### src/hdl/pmm_pkg.sv
// ----------------------------------------------------------------------------
// Priority mutex manager package
// Sizes, command and status codes, shared types and priority encoders.
// ----------------------------------------------------------------------------
package pmm_pkg;

  localparam int MUTEX_COUNT = 8;
  localparam int TASK_COUNT  = 16;

  localparam int MIDX_W = $clog2(MUTEX_COUNT);
  localparam int TID_W  = $clog2(TASK_COUNT);
  // Task-to-mutex link also needs room for the empty code
  localparam int TM_W   = $clog2(MUTEX_COUNT + 1);

  localparam logic [TM_W-1:0] TM_EMPTY = TM_W'(MUTEX_COUNT);

  typedef enum logic [2:0] {
    CMD_TAKE   = 3'd0,
    CMD_GIVE   = 3'd1,
    CMD_CHECK  = 3'd2,
    CMD_UNLINK = 3'd3,
    CMD_CREATE = 3'd4,
    CMD_FREE   = 3'd5
  } cmd_t;

  typedef enum logic [2:0] {
    ST_OK            = 3'd0,
    ST_NOT_AVAILABLE = 3'd1,
    ST_INVALID       = 3'd2,
    ST_NO_ROOM       = 3'd3,
    ST_NOT_OWNER     = 3'd4
  } status_t;

  // One wait-slot task write into the wait list store
  typedef struct packed {
    logic              en;
    logic [MIDX_W-1:0] row;
    logic [TID_W-1:0]  slot;
    logic [TID_W-1:0]  task_id;
  } slot_wr_t;

  typedef logic [TASK_COUNT-1:0][TID_W-1:0] slot_row_t;

  // Lowest-numbered set bit of a wait slot vector
  function automatic logic [TID_W-1:0] first_slot(input logic [TASK_COUNT-1:0] vec);
    logic [TID_W-1:0] idx;
    idx = '0;
    for (int i = TASK_COUNT - 1; i >= 0; i--) begin
      if (vec[i]) begin
        idx = TID_W'(i);
      end
    end
    return idx;
  endfunction

  // Lowest-numbered clear bit of the in-use vector
  function automatic logic [MIDX_W-1:0] first_free(input logic [MUTEX_COUNT-1:0] vec);
    logic [MIDX_W-1:0] idx;
    idx = '0;
    for (int i = MUTEX_COUNT - 1; i >= 0; i--) begin
      if (!vec[i]) begin
        idx = MIDX_W'(i);
      end
    end
    return idx;
  endfunction

endpackage

### src/hdl/pmm_wait_store.sv
// ----------------------------------------------------------------------------
// Wait list task store
// One row per mutex, one task nibble per priority slot. Registered row read
// with a bypass for a slot written in the same cycle as the read.
// ----------------------------------------------------------------------------
module pmm_wait_store (
  input  logic                                  clk,
  input  logic                                  rst,
  input  pmm_pkg::slot_wr_t                     wr,
  input  logic [pmm_pkg::MIDX_W-1:0]            rd_idx,
  output pmm_pkg::slot_row_t                    rd_row
);

  pmm_pkg::slot_row_t mem [pmm_pkg::MUTEX_COUNT];
  pmm_pkg::slot_row_t row_q;

  logic                         byp_hit;
  logic [pmm_pkg::TID_W-1:0]    byp_slot;
  logic [pmm_pkg::TID_W-1:0]    byp_task;

  always_ff @(posedge clk) begin
    if (wr.en) begin
      mem[wr.row][wr.slot] <= wr.task_id;
    end
    row_q    <= mem[rd_idx];
    byp_slot <= wr.slot;
    byp_task <= wr.task_id;
  end

  always_ff @(posedge clk) begin
    if (rst) begin
      byp_hit <= 1'b0;
    end else begin
      byp_hit <= wr.en && (wr.row == rd_idx);
    end
  end

  // Patch in the slot that the read missed
  always_comb begin
    rd_row = row_q;
    if (byp_hit) begin
      rd_row[byp_slot] = byp_task;
    end
  end

endmodule

### src/hdl/priority_mutex_manager_core.sv
// ----------------------------------------------------------------------------
// Priority mutex manager core
// Pipeline: a command goes into the input register, then through one pass of
//   logic into the result register, where done marks the result.
// Throughput: one command per cycle; busy stays low, the receiver cannot stall.
// Reset: every mutex in use and unlocked, no waiters, every task unlinked.
// ----------------------------------------------------------------------------
module priority_mutex_manager_core (
  input  logic                        clk,
  input  logic                        rst,
  input  logic                        start,
  output logic                        busy,
  input  logic [2:0]                  command,
  input  logic [2:0]                  mutex_index,
  input  logic [3:0]                  task_id,
  input  logic [3:0]                  task_priority,
  output logic                        done,
  output logic [2:0]                  status,
  output logic [2:0]                  created_index,
  output logic                        available,
  output logic                        wake_valid,
  output logic [3:0]                  wake_task_id
);

  localparam int MC     = pmm_pkg::MUTEX_COUNT;
  localparam int TC     = pmm_pkg::TASK_COUNT;
  localparam int MIDX_W = pmm_pkg::MIDX_W;
  localparam int TID_W  = pmm_pkg::TID_W;
  localparam int TM_W   = pmm_pkg::TM_W;

  // Mutex table and task links
  logic [MC-1:0]             created;
  logic [MC-1:0]             locked;
  logic [TID_W-1:0]          owner      [MC];
  logic [TC-1:0]             slot_valid [MC];
  logic [TM_W-1:0]           task_mutex [TC];

  // Input register
  logic                      in_valid;
  logic [2:0]                cmd_q;
  logic [MIDX_W-1:0]         m_q;
  logic [TID_W-1:0]          t_q;
  logic [TID_W-1:0]          p_q;
  logic [TM_W-1:0]           tm_q;

  // Pass logic
  logic                      use_m;
  logic [MIDX_W-1:0]         ma;
  logic                      usable;
  logic                      is_owner;
  logic [TC-1:0]             vs;
  pmm_pkg::slot_row_t        row;
  logic                      any_free;
  logic [MIDX_W-1:0]         free_idx;

  logic                      mx_we;
  logic [MIDX_W-1:0]         mx_idx;
  logic                      created_d;
  logic                      locked_d;
  logic [TID_W-1:0]          owner_d;
  logic                      slot_set;
  logic                      slot_clr;
  logic                      tm_we;
  logic [TM_W-1:0]           tm_d;
  logic [TM_W-1:0]           tm_fwd;
  pmm_pkg::slot_wr_t         slot_wr;

  pmm_pkg::status_t          status_next;
  logic [MIDX_W-1:0]         created_index_next;
  logic                      available_next;
  logic                      wake_valid_next;
  logic [TID_W-1:0]          wake_task_id_next;

  logic                      accept;

  assign busy   = 1'b0;
  assign accept = start && !busy;

  // Link of the incoming task, as left by the command now in the pass
  assign tm_fwd = (tm_we && (t_q == task_id)) ? tm_d : task_mutex[task_id];

  pmm_wait_store u_store (
    .clk    (clk),
    .rst    (rst),
    .wr     (slot_wr),
    .rd_idx (tm_fwd[MIDX_W-1:0]),
    .rd_row (row)
  );

  always_ff @(posedge clk) begin
    if (rst) begin
      in_valid <= 1'b0;
    end else begin
      in_valid <= accept;
    end
  end

  always_ff @(posedge clk) begin
    if (accept) begin
      cmd_q <= command;
      m_q   <= mutex_index;
      t_q   <= task_id;
      p_q   <= task_priority;
      tm_q  <= tm_fwd;
    end
  end

  // Take and free name the mutex; give, check and unlink go through the task link
  assign use_m    = (cmd_q == pmm_pkg::CMD_TAKE) || (cmd_q == pmm_pkg::CMD_FREE);
  assign ma       = use_m ? m_q : tm_q[MIDX_W-1:0];
  assign usable   = (use_m || (tm_q < pmm_pkg::TM_EMPTY)) && created[ma];
  assign is_owner = locked[ma] && (owner[ma] == t_q);
  assign vs       = slot_valid[ma];
  assign any_free = !(&created);
  assign free_idx = pmm_pkg::first_free(created);

  // Task ids and priorities are full-width fields, so always in range
  always_comb begin
    status_next        = pmm_pkg::ST_OK;
    created_index_next = '0;
    available_next     = 1'b0;
    wake_valid_next    = 1'b0;
    wake_task_id_next  = '0;
    mx_we              = 1'b0;
    mx_idx             = ma;
    created_d          = created[ma];
    locked_d           = locked[ma];
    owner_d            = owner[ma];
    slot_set           = 1'b0;
    slot_clr           = 1'b0;
    tm_we              = 1'b0;
    tm_d               = pmm_pkg::TM_EMPTY;
    case (cmd_q)
      pmm_pkg::CMD_TAKE: begin
        if (!usable) begin
          status_next = pmm_pkg::ST_INVALID;
        end else if (locked[ma]) begin
          status_next = pmm_pkg::ST_NOT_AVAILABLE;
          if (owner[ma] != t_q) begin
            slot_set = 1'b1;
            tm_we    = 1'b1;
            tm_d     = TM_W'(m_q);
          end
        end else begin
          mx_we    = 1'b1;
          locked_d = 1'b1;
          owner_d  = t_q;
          slot_clr = 1'b1;
          tm_we    = 1'b1;
          tm_d     = TM_W'(m_q);
        end
      end
      pmm_pkg::CMD_GIVE: begin
        if (!usable) begin
          status_next = pmm_pkg::ST_INVALID;
        end else if (!is_owner) begin
          status_next = pmm_pkg::ST_NOT_OWNER;
        end else begin
          mx_we             = 1'b1;
          locked_d          = 1'b0;
          owner_d           = '0;
          tm_we             = 1'b1;
          wake_valid_next   = |vs;
          wake_task_id_next = (|vs) ? row[pmm_pkg::first_slot(vs)] : '0;
        end
      end
      pmm_pkg::CMD_CHECK: begin
        available_next = usable && !locked[ma];
      end
      pmm_pkg::CMD_UNLINK: begin
        if (!usable) begin
          status_next = pmm_pkg::ST_INVALID;
        end else begin
          // Wake is picked before this task's slot is dropped
          if (is_owner) begin
            mx_we             = 1'b1;
            locked_d          = 1'b0;
            owner_d           = '0;
            wake_valid_next   = |vs;
            wake_task_id_next = (|vs) ? row[pmm_pkg::first_slot(vs)] : '0;
          end
          tm_we    = 1'b1;
          slot_clr = 1'b1;
        end
      end
      pmm_pkg::CMD_CREATE: begin
        if (any_free) begin
          mx_we              = 1'b1;
          mx_idx             = free_idx;
          created_d          = 1'b1;
          locked_d           = 1'b0;
          owner_d            = '0;
          created_index_next = free_idx;
        end else begin
          status_next = pmm_pkg::ST_NO_ROOM;
        end
      end
      pmm_pkg::CMD_FREE: begin
        if (!usable) begin
          status_next = pmm_pkg::ST_INVALID;
        end else begin
          mx_we     = 1'b1;
          created_d = 1'b0;
        end
      end
      default: begin
        status_next = pmm_pkg::ST_INVALID;
      end
    endcase
    if (!in_valid) begin
      mx_we    = 1'b0;
      slot_set = 1'b0;
      slot_clr = 1'b0;
      tm_we    = 1'b0;
    end
  end

  always_comb begin
    slot_wr.en      = slot_set;
    slot_wr.row     = ma;
    slot_wr.slot    = p_q;
    slot_wr.task_id = t_q;
  end

  always_ff @(posedge clk) begin
    if (rst) begin
      created <= '1;
      locked  <= '0;
      for (int i = 0; i < MC; i++) begin
        owner[i]      <= '0;
        slot_valid[i] <= '0;
      end
      for (int i = 0; i < TC; i++) begin
        task_mutex[i] <= pmm_pkg::TM_EMPTY;
      end
    end else begin
      if (mx_we) begin
        created[mx_idx] <= created_d;
        locked[mx_idx]  <= locked_d;
        owner[mx_idx]   <= owner_d;
      end
      if (slot_set) begin
        slot_valid[ma][p_q] <= 1'b1;
      end else if (slot_clr) begin
        slot_valid[ma][p_q] <= 1'b0;
      end
      if (tm_we) begin
        task_mutex[t_q] <= tm_d;
      end
    end
  end

  // Result register
  always_ff @(posedge clk) begin
    if (rst) begin
      done <= 1'b0;
    end else begin
      done <= in_valid;
    end
  end

  always_ff @(posedge clk) begin
    status        <= status_next;
    created_index <= created_index_next;
    available     <= available_next;
    wake_valid    <= wake_valid_next;
    wake_task_id  <= wake_task_id_next;
  end

endmodule
### config.mk
export PLATFORM = sky130hd
export DESIGN_NAME = priority_mutex_manager_core
export DESIGN_NICKNAME = d
export VERILOG_FILES = /design/src/hdl/pmm_pkg.sv /design/src/hdl/pmm_wait_store.sv /design/src/hdl/priority_mutex_manager_core.sv
export SDC_FILE = /design/constraint.sdc
export NUM_CORES = 1
export LEC_CHECK = 0
export BUFFER_PORTS_ARGS = -buffer_cell sky130_fd_sc_hd__clkbuf_2
export CAP_MARGIN = 5
export CORE_ASPECT_RATIO = 2
export CORE_UTILIZATION = 60
export DETAILED_ROUTE_END_ITERATION = 10
export PLACE_DENSITY = 0.74
export SLEW_MARGIN = 20
export SYNTH_ARGS = -nofsm -noshare
export SYNTH_HDL_FRONTEND = slang
export SYNTH_SLANG_ARGS = --single-unit
### constraint.sdc
create_clock -name clk -period 8.6 [get_ports clk]
set_input_delay 2.58 -clock clk [delete_from_list [all_inputs] [get_ports clk]]
set_output_delay 2.58 -clock clk [all_outputs]
set_load 0.05 [all_outputs]
==> results.toml <==
[outcome]
outcome = "finished, final reports clean"

[placement]
dp_cells = 3517
place.detailed.hpwl_mm = 66.69
routabilityCongestion = 0.9785
place.port_buffers = 29

[sta]
setup_tns_ns = 0
period_minus_slack_ns = 6.892
worst_pin_slew_ns = 1.130
report.final.hold_viol_count = 0
rsz0062_at_grt = "false"
hold-worst-slack_ns = 0.4950
max_freq_mhz = 145.1
final.period_utilization_pct = 80.14
slew_violations = 0
max_slew_margin_pct = 23.89
setup_viol = 0
clock_skew_ns = 0.03127

[synthesis]
yosysSeqAreaShare_pct = 64.64
synth.most_common_cell = "edfxtp_1"
synthArstFlopShare_pct = 0
synth.largest_area_cell = "edfxtp_1"
netlist_area_um2 = 38220
synth-edff-count = 754
netlist_instances = 2869
synth_nets = 2886
ys_types = 93
post-synth-top-area-fraction_pct = 59.24
synth-warning-count = 0
netlist_top_cells_count = "754 x edfxtp_1, 438 x nor2_1, 313 x mux2i_1"
synth_ff_type = "edfxtp_1"
syn-mean-instance-area_um2 = 13.32
ys_ff_latch = 857
synth_area_leaders = "edfxtp_1 59%, mux2i_1 8.2%, dfxtp_1 5.4%"

[worst_setup_path]
crit_start = "cmd_q[2]"
crit_fanout = 57
cp.required_ns = 9.10
endpoint_kind = "register"
reg2reg_slack_ns = 1.71
worstReg2RegEnd = "u_store.row_q[23]"
ff2ff_path_depth = 13
cp.arrival_ns = 7.40
start_kind = "register"
worstSetupPathType = "register to register"
reg2reg_from = "cmd_q[2]"

[routing]
wl_per_cell_um = 27.89
drc = 0
via_per_inst = 6.734
via_count = 24590
dr.first_iter.drc_count = 2509
ant_nets = 0
firstDrtPassIters = 8
routed_wl_mm = 101.8

[cells_and_area]
drive_above_1_share_pct = 10.39
area_growth_pct = 8.247
instances_no_fill = 3651
nets = 2816
fillerInstances = 4420

[clock_network]
cts_buffer_depth = 3
postCtsSetupBuffers = 0
numCtsBuffers = 71
clk_latency_ns = 0.62
cts.sinks = 857
cts_tree = "done"
clockRootBuffer = "clkbuf_16"
cts-resized-gates = 0
cts.reportedPaths.clkPinSlew_ns = 0.07
cts_hold_buffers = 0
htree_levels = 3

[global_route]
grt_pass1_vias = 24990
grt_pass1_wl_mm = 151.0
antenna_found_initial = 4
grt_use_total_pct = 31.57
grt_max_degree = 99
gr-total-overflow = 0

[power]
leakagePower_nw = 14.12
p_sw_share_pct = 25.90
power.density_nw_per_um2 = 234.4
p_clk_share_pct = 36.9
ir_drop_mv = 0.1881
p_comb_share_pct = 14.1
p_int_mw = 7.185
seq_power_share_pct = 49.0
p_sw_mw = 2.512

[die]
core_um2 = 62950
fp.dieArea_um2 = 64770
ios = 31
start_util_pct = 60.72
rows = 130
die_h_um = 358.9
dieWidth_um = 180.5

[hold_path]
holdPathEnd = "locked[7]"
hp-class = "register to register"
hp-start = "locked[7]"
hold_depth = 2

[flow_run]
max_cap_viol_count = 0
[how the worst max path moves through the flow]
stage,end,slack [ns],depth (start not counted)
finish,u_store.row_q[23],1.71,13
global route,u_store.row_q[44],1.54,13
CTS,u_store.row_q[40],2.08,13
detailed placement,u_store.row_q[44],2.14,13
global placement,u_store.row_q[38],2.22,9
floorplan,u_store.row_q[10],2.91,10
[layer usage]
metal	GRT usage (%)	share of wire, %
met1	34.02	33
met2	56.83	52
met3	4.457	6.5
met4	21.94	7.7
met5	0	0.027
[power groups by stage]
| stage | sequential, mW | clock, mW | combinational, mW |
|---|---|---|---|
| after floorplan | 4.81 | 0 | 0.930 |
| after global placement | 4.84 | 0 | 1.30 |
| after detailed placement | 4.84 | 0 | 1.32 |
| after CTS | 4.75 | 3.59 | 1.33 |
| after global routing | 4.76 | 3.72 | 1.43 |
| final | 4.75 | 3.58 | 1.36 |
[sequential cells by signal (all words and copies together), names as in the netlist, 8 cells and up]
signal and flops:
u_store.mem 512, slot_valid 128, task_mutex 64, u_store.row_q 64, owner 32, created 8, locked 8
[cell usage in the layout (no fill, tap or decap), drive strengths merged, types with 9 or more instances in the layout]
cell	count
edfxtp	754
nand4	11
or2	31
dfxtp	103
and3	61
o31ai	10
buf	41
o21bai	139
a222oi	10
nor3	26
a41oi	10
mux2	18
a21oi	30
clkinv	18
o211ai	10
and2	16
o21ai	37
nand3	38
a22o	134
inv	38
mux2i	313
bufinv	11
a211oi	15
mux4	22
a22oi	28
nor2	441
nor2b	27
xnor2	11
or3	19
clkbuf	122
nor4	10
a21o	18
a31oi	9
nand2	106
o22ai	14
nand2b	25
[cells by family (layout without fill, tap and decap cells)]
logic type,after synthesis,count (layout),share of synthesized area [%]
compound gates,565,565,11.71
xor+xnor,12,12,0.3732
buf+inv,243,232,3.071
flops,857,857,64.64
mux,353,353,10.03
other cells,1,2,0.009812
simple gates,838,838,10.16
[critical path, stage by stage (launching register included)]
cell      delay (ns)
edfxtp_1        0.81
xor2_4          0.77
nor3_1          0.17
nor2_1          0.74
o221ai_1        0.27
a222oi_1        0.96
nand2_1         0.27
a41oi_2         0.60
nand2_1         0.18
o31ai_4         0.80
buf_12          0.42
mux2i_1         0.16
a22o_1          0.30
nor2_1          0.22
[layout make-up]
cell class,count,area [um2],area share [%]
Sequential cell,857,24700,59.71
Multi-Input combinational cell,1769,12440,30.06
Clock buffer,94,2101,5.078
Tap cell,792,991.0,2.395
Clock inverter,38,510.5,1.234
Timing Repair Buffer,69,510.5,1.234
Inverter,31,116.4,0.2813
Antenna cell,1,2.502,0.006049
[through the flow]
step	utilization [%]	instance area, um2	total power [mW]	setup WS [ns]
floorplan	-	38220	5.738	2.909
global placement	61.51	38720	6.139	2.225
detailed placement	61.51	38720	6.165	2.138
CTS	65.66	41330	9.675	2.078
global route	65.72	41370	9.910	1.543
finish	65.72	41370	9.697	1.708
Power figures use the tool's default switching activity.
